**src/rtl/psvm_pkg.sv**
```systemverilog
`timescale 1ns / 1ps

package psvm_pkg;

  // voice table size and key range
  localparam int MAX_VOICES = 8;
  localparam int KEY_COUNT  = 64;
  localparam int LAMP_COUNT = 7;

  // fixed field widths
  localparam int ACTION_W = 2;
  localparam int KEY_W    = 6;
  localparam int FREQ_W   = 16;
  localparam int PHASE_W  = 32;
  localparam int LEVEL_W  = 8;
  localparam int ACTIVE_W = 4;
  localparam int CFG_IDX_W  = 2;
  localparam int CFG_DATA_W = 32;
  localparam int KEY_SPAN   = 1 << KEY_W;

  // derived widths
  localparam int CNT_W = $clog2(MAX_VOICES + 1);
  localparam int IDX_W = (MAX_VOICES > 1) ? $clog2(MAX_VOICES) : 1;

  // action codes
  localparam logic [ACTION_W-1:0] ACT_TICK  = 2'd0;
  localparam logic [ACTION_W-1:0] ACT_CLEAR = 2'd1;
  localparam logic [ACTION_W-1:0] ACT_ADD   = 2'd2;

  // register indexes
  localparam logic [CFG_IDX_W-1:0] REG_PHASE_MASK = 2'd0;
  localparam logic [CFG_IDX_W-1:0] REG_HALF_THR   = 2'd1;
  localparam logic [CFG_IDX_W-1:0] REG_VOICE_AMP  = 2'd2;

  // register reset values
  localparam logic [PHASE_W-1:0] PHASE_MASK_RST = 32'd65535;
  localparam logic [PHASE_W-1:0] HALF_THR_RST   = 32'd32768;
  localparam logic [LEVEL_W-1:0] VOICE_AMP_RST  = 8'd60;

  typedef enum logic [3:0] {
    S_IDLE = 4'b0001,
    S_RUN  = 4'b0010,
    S_WRAP = 4'b0100,
    S_DONE = 4'b1000
  } state_t;

  typedef struct packed {
    logic [PHASE_W-1:0] phase_mask;
    logic [PHASE_W-1:0] half_thr;
    logic [LEVEL_W-1:0] voice_amp;
  } cfg_t;

  typedef struct packed {
    logic wr_step;
    logic tick;
    logic active;
  } cell_ctrl_t;

  typedef logic [KEY_SPAN-1:0][LAMP_COUNT-1:0] lamp_lut_t;

  // one-hot lamp per key, zero when the range index falls past the last lamp
  function automatic lamp_lut_t build_lamp_lut();
    lamp_lut_t   lut;
    int unsigned l;
    for (int k = 0; k < KEY_SPAN; k++) begin
      l = (k * LAMP_COUNT) / KEY_COUNT;
      if (l < LAMP_COUNT) begin
        lut[k] = LAMP_COUNT'(1 << l);
      end else begin
        lut[k] = '0;
      end
    end
    return lut;
  endfunction

  localparam lamp_lut_t LAMP_LUT = build_lamp_lut();

endpackage

```
**src/rtl/polyphonic_square_voice_mixer_top.sv**
```systemverilog
`timescale 1ns / 1ps

// polyphonic square voice mixer
// input channel: in_valid / in_stall carry one item (action, key, frequency);
//   action tick advances and mixes the live voices, clear empties the voice
//   table and turns the lamps off, add stores a voice in the next free slot
// output channel: out_valid / out_stall carry one result item per input
//   item: pwm_level, lamp_mask and active_voices after that item
// config port: cfg_we writes cfg_data into the register at cfg_index
//   (phase mask, half threshold, voice amplitude); other indexes are ignored
// tick: the sequencer walks a row of MAX_VOICES voice cells, one cell a cycle,
//   with the running mix handed from cell to cell; S_WRAP then takes the
//   complete mix from the last cell and S_DONE hands it to the output register
// clear, add and unused codes skip the walk and go straight to S_DONE
// throughput: one item at a time; in_stall stays high until the result is
//   in the output register, so no new item is taken while one is in flight
// a waiting result does not block the next item, but a further result
//   waits while out_stall holds the previous one
// reset (rst, synchronous): input stalled, empty table, phases zero, lamps
//   off, level zero, registers to their defaults, output register empty
module polyphonic_square_voice_mixer_top (
  input  logic                               clk,
  input  logic                               rst,
  input  logic                               cfg_we,
  input  logic [psvm_pkg::CFG_IDX_W-1:0]     cfg_index,
  input  logic [psvm_pkg::CFG_DATA_W-1:0]    cfg_data,
  input  logic                               in_valid,
  output logic                               in_stall,
  input  logic [psvm_pkg::ACTION_W-1:0]      action,
  input  logic [psvm_pkg::KEY_W-1:0]         key,
  input  logic [psvm_pkg::FREQ_W-1:0]        frequency,
  output logic                               out_valid,
  input  logic                               out_stall,
  output logic [psvm_pkg::LEVEL_W-1:0]       pwm_level,
  output logic [psvm_pkg::LAMP_COUNT-1:0]    lamp_mask,
  output logic [psvm_pkg::ACTIVE_W-1:0]      active_voices
);

  psvm_pkg::state_t               state;
  psvm_pkg::cfg_t                 cfg;
  logic [psvm_pkg::IDX_W-1:0]     idx;
  logic [psvm_pkg::CNT_W-1:0]     voice_count;
  logic [psvm_pkg::LAMP_COUNT-1:0] lamps;
  logic [psvm_pkg::LEVEL_W-1:0]   last_level;
  logic                           in_take;
  logic                           out_free;
  logic                           not_full;

  // running mix along the row of cells
  logic [psvm_pkg::LEVEL_W-1:0]   chain [psvm_pkg::MAX_VOICES+1];

  assign in_stall = rst | (state != psvm_pkg::S_IDLE);
  assign in_take  = in_valid & ~in_stall;
  assign out_free = ~out_valid | ~out_stall;
  assign not_full = (voice_count < psvm_pkg::CNT_W'(psvm_pkg::MAX_VOICES));

  // configuration registers
  always_ff @(posedge clk) begin
    if (rst) begin
      cfg.phase_mask <= psvm_pkg::PHASE_MASK_RST;
      cfg.half_thr   <= psvm_pkg::HALF_THR_RST;
      cfg.voice_amp  <= psvm_pkg::VOICE_AMP_RST;
    end else if (cfg_we) begin
      case (cfg_index)
        psvm_pkg::REG_PHASE_MASK: cfg.phase_mask <= cfg_data;
        psvm_pkg::REG_HALF_THR:   cfg.half_thr   <= cfg_data;
        psvm_pkg::REG_VOICE_AMP:  cfg.voice_amp  <= cfg_data[psvm_pkg::LEVEL_W-1:0];
        default: ;
      endcase
    end
  end

  // the row of voice cells, slot i is live while i is below the count
  assign chain[0] = '0;

  for (genvar i = 0; i < psvm_pkg::MAX_VOICES; i++) begin : g_cell
    psvm_pkg::cell_ctrl_t ctrl;

    assign ctrl.wr_step = in_take && (action == psvm_pkg::ACT_ADD) &&
                          (voice_count == psvm_pkg::CNT_W'(i));
    assign ctrl.tick    = (state == psvm_pkg::S_RUN) && (idx == psvm_pkg::IDX_W'(i));
    assign ctrl.active  = (psvm_pkg::CNT_W'(i) < voice_count);

    psvm_cell u_cell (
      .clk     (clk),
      .rst     (rst),
      .ctrl    (ctrl),
      .cfg     (cfg),
      .step_in (frequency),
      .sum_in  (chain[i]),
      .sum_out (chain[i+1])
    );
  end

  // sequencer: apply clear and add directly, walk the cells on a tick, then hand over the result
  always_ff @(posedge clk) begin
    if (rst) begin
      state       <= psvm_pkg::S_IDLE;
      idx         <= '0;
      voice_count <= '0;
      lamps       <= '0;
      last_level  <= '0;
    end else begin
      case (state)
        psvm_pkg::S_IDLE: begin
          if (in_take) begin
            if (action == psvm_pkg::ACT_TICK) begin
              idx   <= '0;
              state <= psvm_pkg::S_RUN;
            end else begin
              if (action == psvm_pkg::ACT_CLEAR) begin
                voice_count <= '0;
                lamps       <= '0;
              end else if (action == psvm_pkg::ACT_ADD && not_full) begin
                voice_count <= voice_count + 1'b1;
                lamps       <= lamps | psvm_pkg::LAMP_LUT[key];
              end
              state <= psvm_pkg::S_DONE;
            end
          end
        end
        psvm_pkg::S_RUN: begin
          if (idx == psvm_pkg::IDX_W'(psvm_pkg::MAX_VOICES - 1)) begin
            state <= psvm_pkg::S_WRAP;
          end else begin
            idx <= idx + 1'b1;
          end
        end
        psvm_pkg::S_WRAP: begin
          // the last cell holds the complete mix here
          last_level <= chain[psvm_pkg::MAX_VOICES];
          state      <= psvm_pkg::S_DONE;
        end
        psvm_pkg::S_DONE: begin
          if (out_free) begin
            state <= psvm_pkg::S_IDLE;
          end
        end
        default: state <= psvm_pkg::S_IDLE;
      endcase
    end
  end

  // output register
  always_ff @(posedge clk) begin
    if (rst) begin
      out_valid <= 1'b0;
    end else if (state == psvm_pkg::S_DONE && out_free) begin
      out_valid <= 1'b1;
    end else if (!out_stall) begin
      out_valid <= 1'b0;
    end
  end

  always_ff @(posedge clk) begin
    if (state == psvm_pkg::S_DONE && out_free) begin
      pwm_level     <= last_level;
      lamp_mask     <= lamps;
      active_voices <= psvm_pkg::ACTIVE_W'(voice_count);
    end
  end

`ifndef SYNTHESIS
  a_count_bound: assert property (@(posedge clk) disable iff (rst)
    voice_count <= psvm_pkg::CNT_W'(psvm_pkg::MAX_VOICES))
    else $error("voice count beyond table size");

  a_clear_lamps: assert property (@(posedge clk) disable iff (rst)
    in_take && action == psvm_pkg::ACT_CLEAR |=> lamps == '0 && voice_count == '0)
    else $error("clear left lamps or voices");

  a_result_from_done: assert property (@(posedge clk) disable iff (rst)
    $rose(out_valid) |-> $past(state == psvm_pkg::S_DONE))
    else $error("result loaded outside hand-over");

  a_run_ends: assert property (@(posedge clk) disable iff (rst)
    state == psvm_pkg::S_RUN && idx == psvm_pkg::IDX_W'(psvm_pkg::MAX_VOICES - 1)
    |=> state == psvm_pkg::S_WRAP)
    else $error("cell walk did not finish");

  a_count_steady_in_run: assert property (@(posedge clk) disable iff (rst)
    state == psvm_pkg::S_RUN |=> $stable(voice_count))
    else $error("voice count moved during a tick");
`endif

endmodule

```
**src/rtl/psvm_cell.sv**
```systemverilog
`timescale 1ns / 1ps

module psvm_cell (
  input  logic                            clk,
  input  logic                            rst,
  input  psvm_pkg::cell_ctrl_t            ctrl,
  input  psvm_pkg::cfg_t                  cfg,
  input  logic [psvm_pkg::FREQ_W-1:0]     step_in,
  input  logic [psvm_pkg::LEVEL_W-1:0]    sum_in,
  output logic [psvm_pkg::LEVEL_W-1:0]    sum_out
);

  logic [psvm_pkg::FREQ_W-1:0]  step;
  logic [psvm_pkg::PHASE_W-1:0] phase;
  logic [psvm_pkg::PHASE_W-1:0] phase_next;
  logic                         high;
  logic                         fire;

  assign phase_next = phase + psvm_pkg::PHASE_W'(step);
  assign high       = (phase_next & cfg.phase_mask) >= cfg.half_thr;
  assign fire       = ctrl.tick & ctrl.active;

  always_ff @(posedge clk) begin
    if (ctrl.wr_step) begin
      step <= step_in;
    end
  end

  always_ff @(posedge clk) begin
    if (rst) begin
      phase <= '0;
    end else if (fire) begin
      phase <= phase_next;
    end
  end

  // partial mix passes on every cycle, this voice adds in its own slot when live and high
  always_ff @(posedge clk) begin
    if (fire && high) begin
      sum_out <= sum_in + cfg.voice_amp;
    end else begin
      sum_out <= sum_in;
    end
  end

endmodule

```
**config.mk**
```make
export PLATFORM = sky130hd
export DESIGN_NAME = polyphonic_square_voice_mixer_top
export DESIGN_NICKNAME = d
export VERILOG_FILES = /design/src/rtl/psvm_pkg.sv /design/src/rtl/polyphonic_square_voice_mixer_top.sv /design/src/rtl/psvm_cell.sv
export SDC_FILE = /design/constraint.sdc
export NUM_CORES = 2
export LEC_CHECK = 0
export BUFFER_PORTS_ARGS = -buffer_cell sky130_fd_sc_hd__buf_2
export CELL_PAD_IN_SITES_DETAIL_PLACEMENT = 0
export CELL_PAD_IN_SITES_GLOBAL_PLACEMENT = 2
export CORE_MARGIN = 5
export CORE_UTILIZATION = 25
export CTS_CLUSTER_DIAMETER = 80
export CTS_CLUSTER_SIZE = 10
export DETAILED_ROUTE_END_ITERATION = 12
export PLACE_DENSITY = 0.65
export SLEW_MARGIN = 20
export SYNTH_ARGS = -nofsm -noshare
export SYNTH_HDL_FRONTEND = slang
export SYNTH_HIERARCHICAL = 1
export SYNTH_SLANG_ARGS = --single-unit
```
**constraint.sdc**
```tcl
create_clock -name clk -period 4.7 [get_ports clk]
set_input_delay 0.47 -clock clk [delete_from_list [all_inputs] [get_ports clk]]
set_output_delay 0.47 -clock clk [all_outputs]
set_load 0.02 [all_outputs]
```
Word-level counts from Yosys, hierarchy flattened
Memories as Yosys holds them, arrays and structs flattened.
Cells that the tools add are included.
{ "classes": {"n_div": 0, "reduce_logical": 39, "multipliers": 0, "eq_ne": 29, "n_bitwise": 24, "n_addsub": 17, "order_cmp": 18, "muxes": 23, "shifts": 0} }
{ "ops": {"columns": ["cell", "count"], "rows": [
  ["adder 32 x 16 -> 32 bit", 8],
  ["bitwise AND 32 bit", 8],
  ["greater-or-equal comparator 32 bit", 8],
  ["adder 8 bit", 7],
  ["two-way mux 8 bit", 7],
  ["logical AND 1 bit", 27],
  ["two-way mux 4 bit", 6],
  ["two-way mux 7 bit", 3],
  ["equality test 4 x 3 -> 1 bit, second input constant", 5],
  ["less-than comparator 3 x 4 -> 1 bit, first input constant", 4],
  ["one-hot mux 4 bit (4 select lines)", 1],
  ["equality test 3 bit, second input constant", 4],
  ["equality test 4 x 2 -> 1 bit, second input constant", 3],
  ["bitwise AND 1 bit", 9],
  ["two-way mux 3 bit", 3],
  ["equality test 4 x 1 -> 1 bit, second input constant", 2],
  ["less-than comparator 1 x 4 -> 1 bit, first input constant", 2],
  ["less-than comparator 2 x 4 -> 1 bit, first input constant", 2],
  ["inequality test 2 bit, second input constant", 4],
  ["AND reduction 4 bit", 2],
  ["less-than comparator 6 x 7 -> 1 bit, second input constant", 1],
  ["bitwise OR 7 bit", 1],
  ["equality test 3 x 2 -> 1 bit, second input constant", 2],
  ["one-hot mux 3 bit (2 select lines)", 1],
  ["18 further kinds", 30]
]} }
{ "totals": {"ramBits": 0, "mem_bits_ro": 448, "n_memories": 1, "latch_bits": 0, "regBits": 566} }
{ "mem_list": {"columns": ["name", "depth", "word_bits", "rd", "rd_clocked_by_memory_dff", "write_ports", "line", "rtl"], "rows": [
  ["(no name shown)", 64, 7, 1, 0, 0, "polyphonic_square_voice_mixer_top.sv:116", "lamps <= lamps | psvm_pkg::LAMP_LUT[key];"]
]} }

Depth between registers and ports, before layout
{ "logic_depth": {"depth_word": 6, "mapped_depth": 20, "depth_no_buf": 18} }

By module
The synthesis kept the hierarchy.
{ "by_module_without_submodules": {"columns": ["module", "area_per_inst_um2", "cells_each", "seq_area_each_um2", "instances"], "rows": [
  ["psvm_cell (g_cell[1].u_cell ...)", 4430.5, 529, 1281.2, 4],
  ["psvm_cell (g_cell[0].u_cell ...)", 4508.1, 545, 1281.2, 2],
  ["polyphonic_square_voice_mixer_top", 4613.2, 515, 2552.4, 1],
  ["psvm_cell (g_cell[7].u_cell)", 4545.6, 554, 1281.2, 1],
  ["psvm_cell (g_cell[3].u_cell)", 4463.0, 526, 1281.2, 1]
]} }

Least setup slack after synthesis
OpenSTA, ideal clock, no wires.
{ "synth_timing": {"path_type": "register to register", "startpoint": "register g_cell[1].u_cell/step[0] in the netlist's numbering", "endpoint": "register g_cell[1].u_cell/sum_out[3] in the netlist's numbering", "slack_ns": 0.745, "t_arrival_ns": 3.824, "stages_incl_launch_ff": 19, "n_path_buf": 2, "required_time_ns": 4.570, "cell_sequence": "edfxtp_1 > ha_1 > inv_1 > fa_1 > nor2b_1 > o21ai_1 > a21oi_2 > o21bai_1 > a21bo_4 > buf_6 > or3_2 > a21boi_1 > ha_1 > and4_1 > a221oi_1 > o22ai_1 > a31oi_1 > clkbuf_1 > o21ai_0"} }
{ "synth_between": {"elab_chain_len": 5} }
{ "synth_lines": {"columns": ["element", "line", "rtl"], "rows": [
  ["from (decl)", "psvm_cell.sv:13", "logic [psvm_pkg::FREQ_W-1:0] step;"],
  ["from (signal assigned)", "psvm_cell.sv:25", "step <= step_in;"],
  ["adder 32 x 16 -> 32 bit", "psvm_cell.sv:19", "assign phase_next = phase + psvm_pkg::PHASE_W'(step);"],
  ["bitwise AND 32 bit", "psvm_cell.sv:20", "assign high = (phase_next & cfg.phase_mask) >= cfg.half_thr;"],
  ["greater-or-equal comparator 32 bit", "psvm_cell.sv:20", null],
  ["logical AND 1 bit", "psvm_cell.sv:39", "if (fire && high) begin"],
  ["two-way mux 8 bit", "psvm_cell.sv:39", null],
  ["to (signal assigned)", "psvm_cell.sv:40", "sum_out <= sum_in + cfg.voice_amp;"],
  ["to (signal assigned)", "psvm_cell.sv:42", "sum_out <= sum_in;"],
  ["to (decl)", "psvm_cell.sv:10", "output logic [psvm_pkg::LEVEL_W-1:0] sum_out"]
]} }
No other way between the ends.
A chain may end at the register's enable or synchronous reset.

Worst setup path after layout
{ "layout_timing": {"startpoint": "register g_cell[6].u_cell/step[0] in the netlist's numbering", "endpoint": "register g_cell[6].u_cell/sum_out[0] in the netlist's numbering"} }
{ "layout_between": {"elab_chain_len": 5} }
{ "layout_lines": {"columns": ["element", "line"], "rows": [
  ["from (decl)", "psvm_cell.sv:13"],
  ["from (signal assigned)", "psvm_cell.sv:25"],
  ["adder 32 x 16 -> 32 bit", "psvm_cell.sv:19"],
  ["bitwise AND 32 bit", "psvm_cell.sv:20"],
  ["greater-or-equal comparator 32 bit", "psvm_cell.sv:20"],
  ["logical AND 1 bit", "psvm_cell.sv:39"],
  ["two-way mux 8 bit", "psvm_cell.sv:39"],
  ["to (signal assigned)", "psvm_cell.sv:40"],
  ["to (signal assigned)", "psvm_cell.sv:42"],
  ["to (decl)", "psvm_cell.sv:10"]
]} }
No other way between the ends.

==> qor.yml <==
grt:
  grt_overflow: 0
  grt_antenna_before_repair: 31
  grt_usage: 0.169
  grt_pass1_vias: 34028
  grt_pass1_wl_mm: 218
  grt_start_max_net_pins: 86
placed_design:
  post_dp_cell_area_sq_um: 43700
  portBuffers: 83
  gp_congestion: 0.839
  post-place-cells: 7010
  hpwlAfterDp_mm: 111
  place_ws_ps: -501
finish:
  drive_gt1_frac: 0.103
  fill_cells: 17241
  final_cell_count_no_fill: 7162
  area_growth_pct: 14.8
  design_area_sq_um: 46300
  nNetsFinal: 5471
logic_synthesis:
  synth-async-reset-ratio: 0
  yosysMostFrequentCell: "nand2_1"
  synth_cell_types: 105
  synth_ff_type: "dfxtp_1"
  syn_avg_cell_area_sq_um: 8.41
  synth_edf_count: 147
  netlist_area_sq_um: 40400
  ys_top_cells_by_area: "dfxtp_1 (21%), ha_1 (14%), edfxtp_1 (11%), a21oi_1 (5.9%), nand2_1 (5.8%)"
  yosys-top-cells-count: "nand2_1 (622), a21oi_1 (476), ha_1 (450)"
  yosys_warnings: 6
  synth_top_cell_by_area: "dfxtp_1"
  synthDominantCellAreaShare: 0.208
  syn_inst: 4801
  seq_area_frac_synth: 0.317
  ys_ff_latch: 566
sta:
  tns_ps: 0
  setup_ws_ps: 148
  rsz0062_at_grt: "true"
  period_needed_ps: 4550
  max_freq_ghz: 0.220
  fin_skew_ps: 35.3
  worst_pin_slew_ps: 1120
  timing.final.crit_share: 0.968
  whs_ps: 59.0
  setup_viol: 0
  slew_headroom: 0.252
  maxSlewViolCount: 0
  hold_violations: 0
die:
  die-area_sq_um: 170000
  die_h_microns: 412
  die_w_microns: 412
  ioPinCount: 84
  initial_utilization: 0.251
  rows: 147
  coreArea_sq_um: 161000
worst_hold_path:
  hold_depth: 3
  hp-class: "in -> reg"
  min_from: "cfg_data[9]"
  min_to: "cfg[49]"
clocking:
  clkTransAtPathRegs_ps: 60
  cts_tree: "done"
  clock_sinks: 566
  htree_levels: 3
  cts-root-buf: "clkbuf_16"
  clk_latency_ps: 670
  cts_buffers: 70
  clockBufferDepth: 3
worst_setup_path:
  worst-path-max-fanout: 16
  crit_type: "reg -> reg"
  worst_setup_path_end_kind: "register"
  r2r_slack_ps: 150
  r2r_cells: 18
  r2r_start: "g_cell[6].u_cell/step[0]"
  r2r-end: "g_cell[6].u_cell/sum_out[0]"
  cp-start-kind: "register"
  arrival_ps: 5090
  worst-endpoint-required_ps: 5230
route:
  postRouteAntennaNets: 0
  drt_iter0_drc: 1897
  routed_wl_mm: 148
  drc: 0
  vias: 35103
  viasPerCell: 4.90
  avgRoutedWirePerCell_microns: 20.7
  drt_pass1_iterations: 6
power_and_ir_drop:
  power_density_nw_per_um2: 245
  sequentialPowerShare: 0.458
  p_clk_frac: 0.461
  combPwrFrac: 0.081
  switching_share: 0.268
  ir_drop_mv: 0.242
  power.leakage_nw: 17.8
  switching_power_mw: 3.05
  internal_power_mw: 8.31
flow_run:
  drv_cap: 0
status:
  status: "completed"
[state kept, by name (all words and copies together), names as in the netlist]
| name | cells |
|---|---|
| voice_count | 4 |
| lamp_mask | 7 |
| idx | 3 |
| cfg | 72 |
| g_cell.u_cell/sum_out | 64 |
| out_valid | 1 |
| last_level | 8 |
| state | 4 |
| g_cell.u_cell/phase | 256 |
| lamps | 7 |
| g_cell.u_cell/step | 128 |
| pwm_level | 8 |
| active_voices | 4 |
[metrics by stage]
stage | util | power, mW
4_1_cts | 0.286 | 11.6
2_1_floorplan | - | 5.78
6_report | 0.289 | 11.4
5_1_grt | 0.288 | 11.8
3_5_place_dp | 0.272 | 6.22
3_3_place_gp | 0.272 | 6.22
[metal layers]
| layer | share of wire | vias to the layer above | GRT usage |
|---|---|---|---|
| met5 | 0 | - | 0 |
| met4 | 0.022 | 0 | 0.0346 |
| met3 | 0.043 | 141 | 0.0219 |
| met2 | 0.44 | 661 | 0.272 |
| met1 | 0.49 | 16968 | 0.241 |
| li1 | - | 17333 | - |
[worst max-delay path, stage by stage (launching register included)]
cell and delay, ps:
edfxtp_1 330, ha_1 210, inv_1 70, fa_1 410, nor2b_1 130, o21ai_1 100, a21oi_2 220, o21bai_2 200
a21bo_4 340, or3_2 460, a21boi_1 170, ha_1 270, a21oi_1 170, nand2_1 70, a221oi_1 300, o22ai_1 150
a31oi_2 240, buf_6 220, mux2_2 350
[area by class of cell]
| class | instances | area, sq um | share of cell area |
|---|---|---|---|
| Multi-Input combinational cell | 3684 | 25600 | 0.552 |
| Sequential cell | 566 | 12800 | 0.276 |
| Tap cell | 2160 | 2700 | 0.0583 |
| Clock buffer | 106 | 1970 | 0.0425 |
| Timing Repair Buffer | 233 | 1690 | 0.0365 |
| Inverter | 387 | 1450 | 0.0314 |
| Clock inverter | 12 | 96.3 | 0.00208 |
| Antenna cell | 14 | 35.0 | 0.000756 |
[repair_timing]
item / 4_1_cts / 5_1_grt
setup endpoints to repair: 23 / 54
setup buffers: 0 / 8
hold endpoints to repair: 8 / 0
pin swaps: 0 / 16
resized for setup: 7 / 45
hold buffers: 7 / 0
cloned: 0 / 5
[worst max path at each step]
stage	start	end	slack, ps	depth (start not counted)
3_5_place_dp	g_cell[2].u_cell/step[12]	g_cell[2].u_cell/sum_out[4]	-500	15
3_3_place_gp	g_cell[2].u_cell/step[12]	g_cell[2].u_cell/sum_out[0]	-470	15
5_1_grt	g_cell[7].u_cell/step[7]	g_cell[7].u_cell/sum_out[0]	-30	17
6_report	g_cell[6].u_cell/step[0]	g_cell[6].u_cell/sum_out[0]	150	18
2_1_floorplan	g_cell[1].u_cell/step[0]	g_cell[1].u_cell/sum_out[3]	750	18
4_1_cts	g_cell[6].u_cell/step[7]	g_cell[6].u_cell/sum_out[0]	4	16
[logic make-up after synthesis]
group           count (synthesis)  share of synthesized area
simple gates                 1655                      0.213
compound gates               1250                      0.197
buf+inv                       570                     0.0591
flops                         566                      0.317
fa+ha+maj                     466                      0.147
xor+xnor                      259                     0.0562
mux                            34                    0.00918
other cells                     1                  0.0000929
[power by group through the flow]
stage          logic, mW  registers (mW)  clock network (mW)
6_report           0.920            5.21                5.23
5_1_grt             1.04            5.21                5.60
4_1_cts            0.926            5.21                5.45
3_5_place_dp       0.912            5.31                   0
3_3_place_gp       0.911            5.31                   0
2_1_floorplan      0.559            5.22                   0
[cell usage in the layout, fill, tap and decap left out, drive strengths merged, types with 90 or more instances in the layout]
| cell | instances |
|---|---|
| nor2 | 211 |
| clkbuf | 106 |
| dfxtp | 419 |
| a21o | 90 |
| a21oi | 494 |
| xor2 | 96 |
| buf | 225 |
| edfxtp | 147 |
| and2 | 186 |
| inv | 389 |
| nand2 | 622 |
| xnor2 | 163 |
| o21ai | 241 |
| ha | 450 |
| nand4 | 92 |
(Power assumes the default switching activity.)
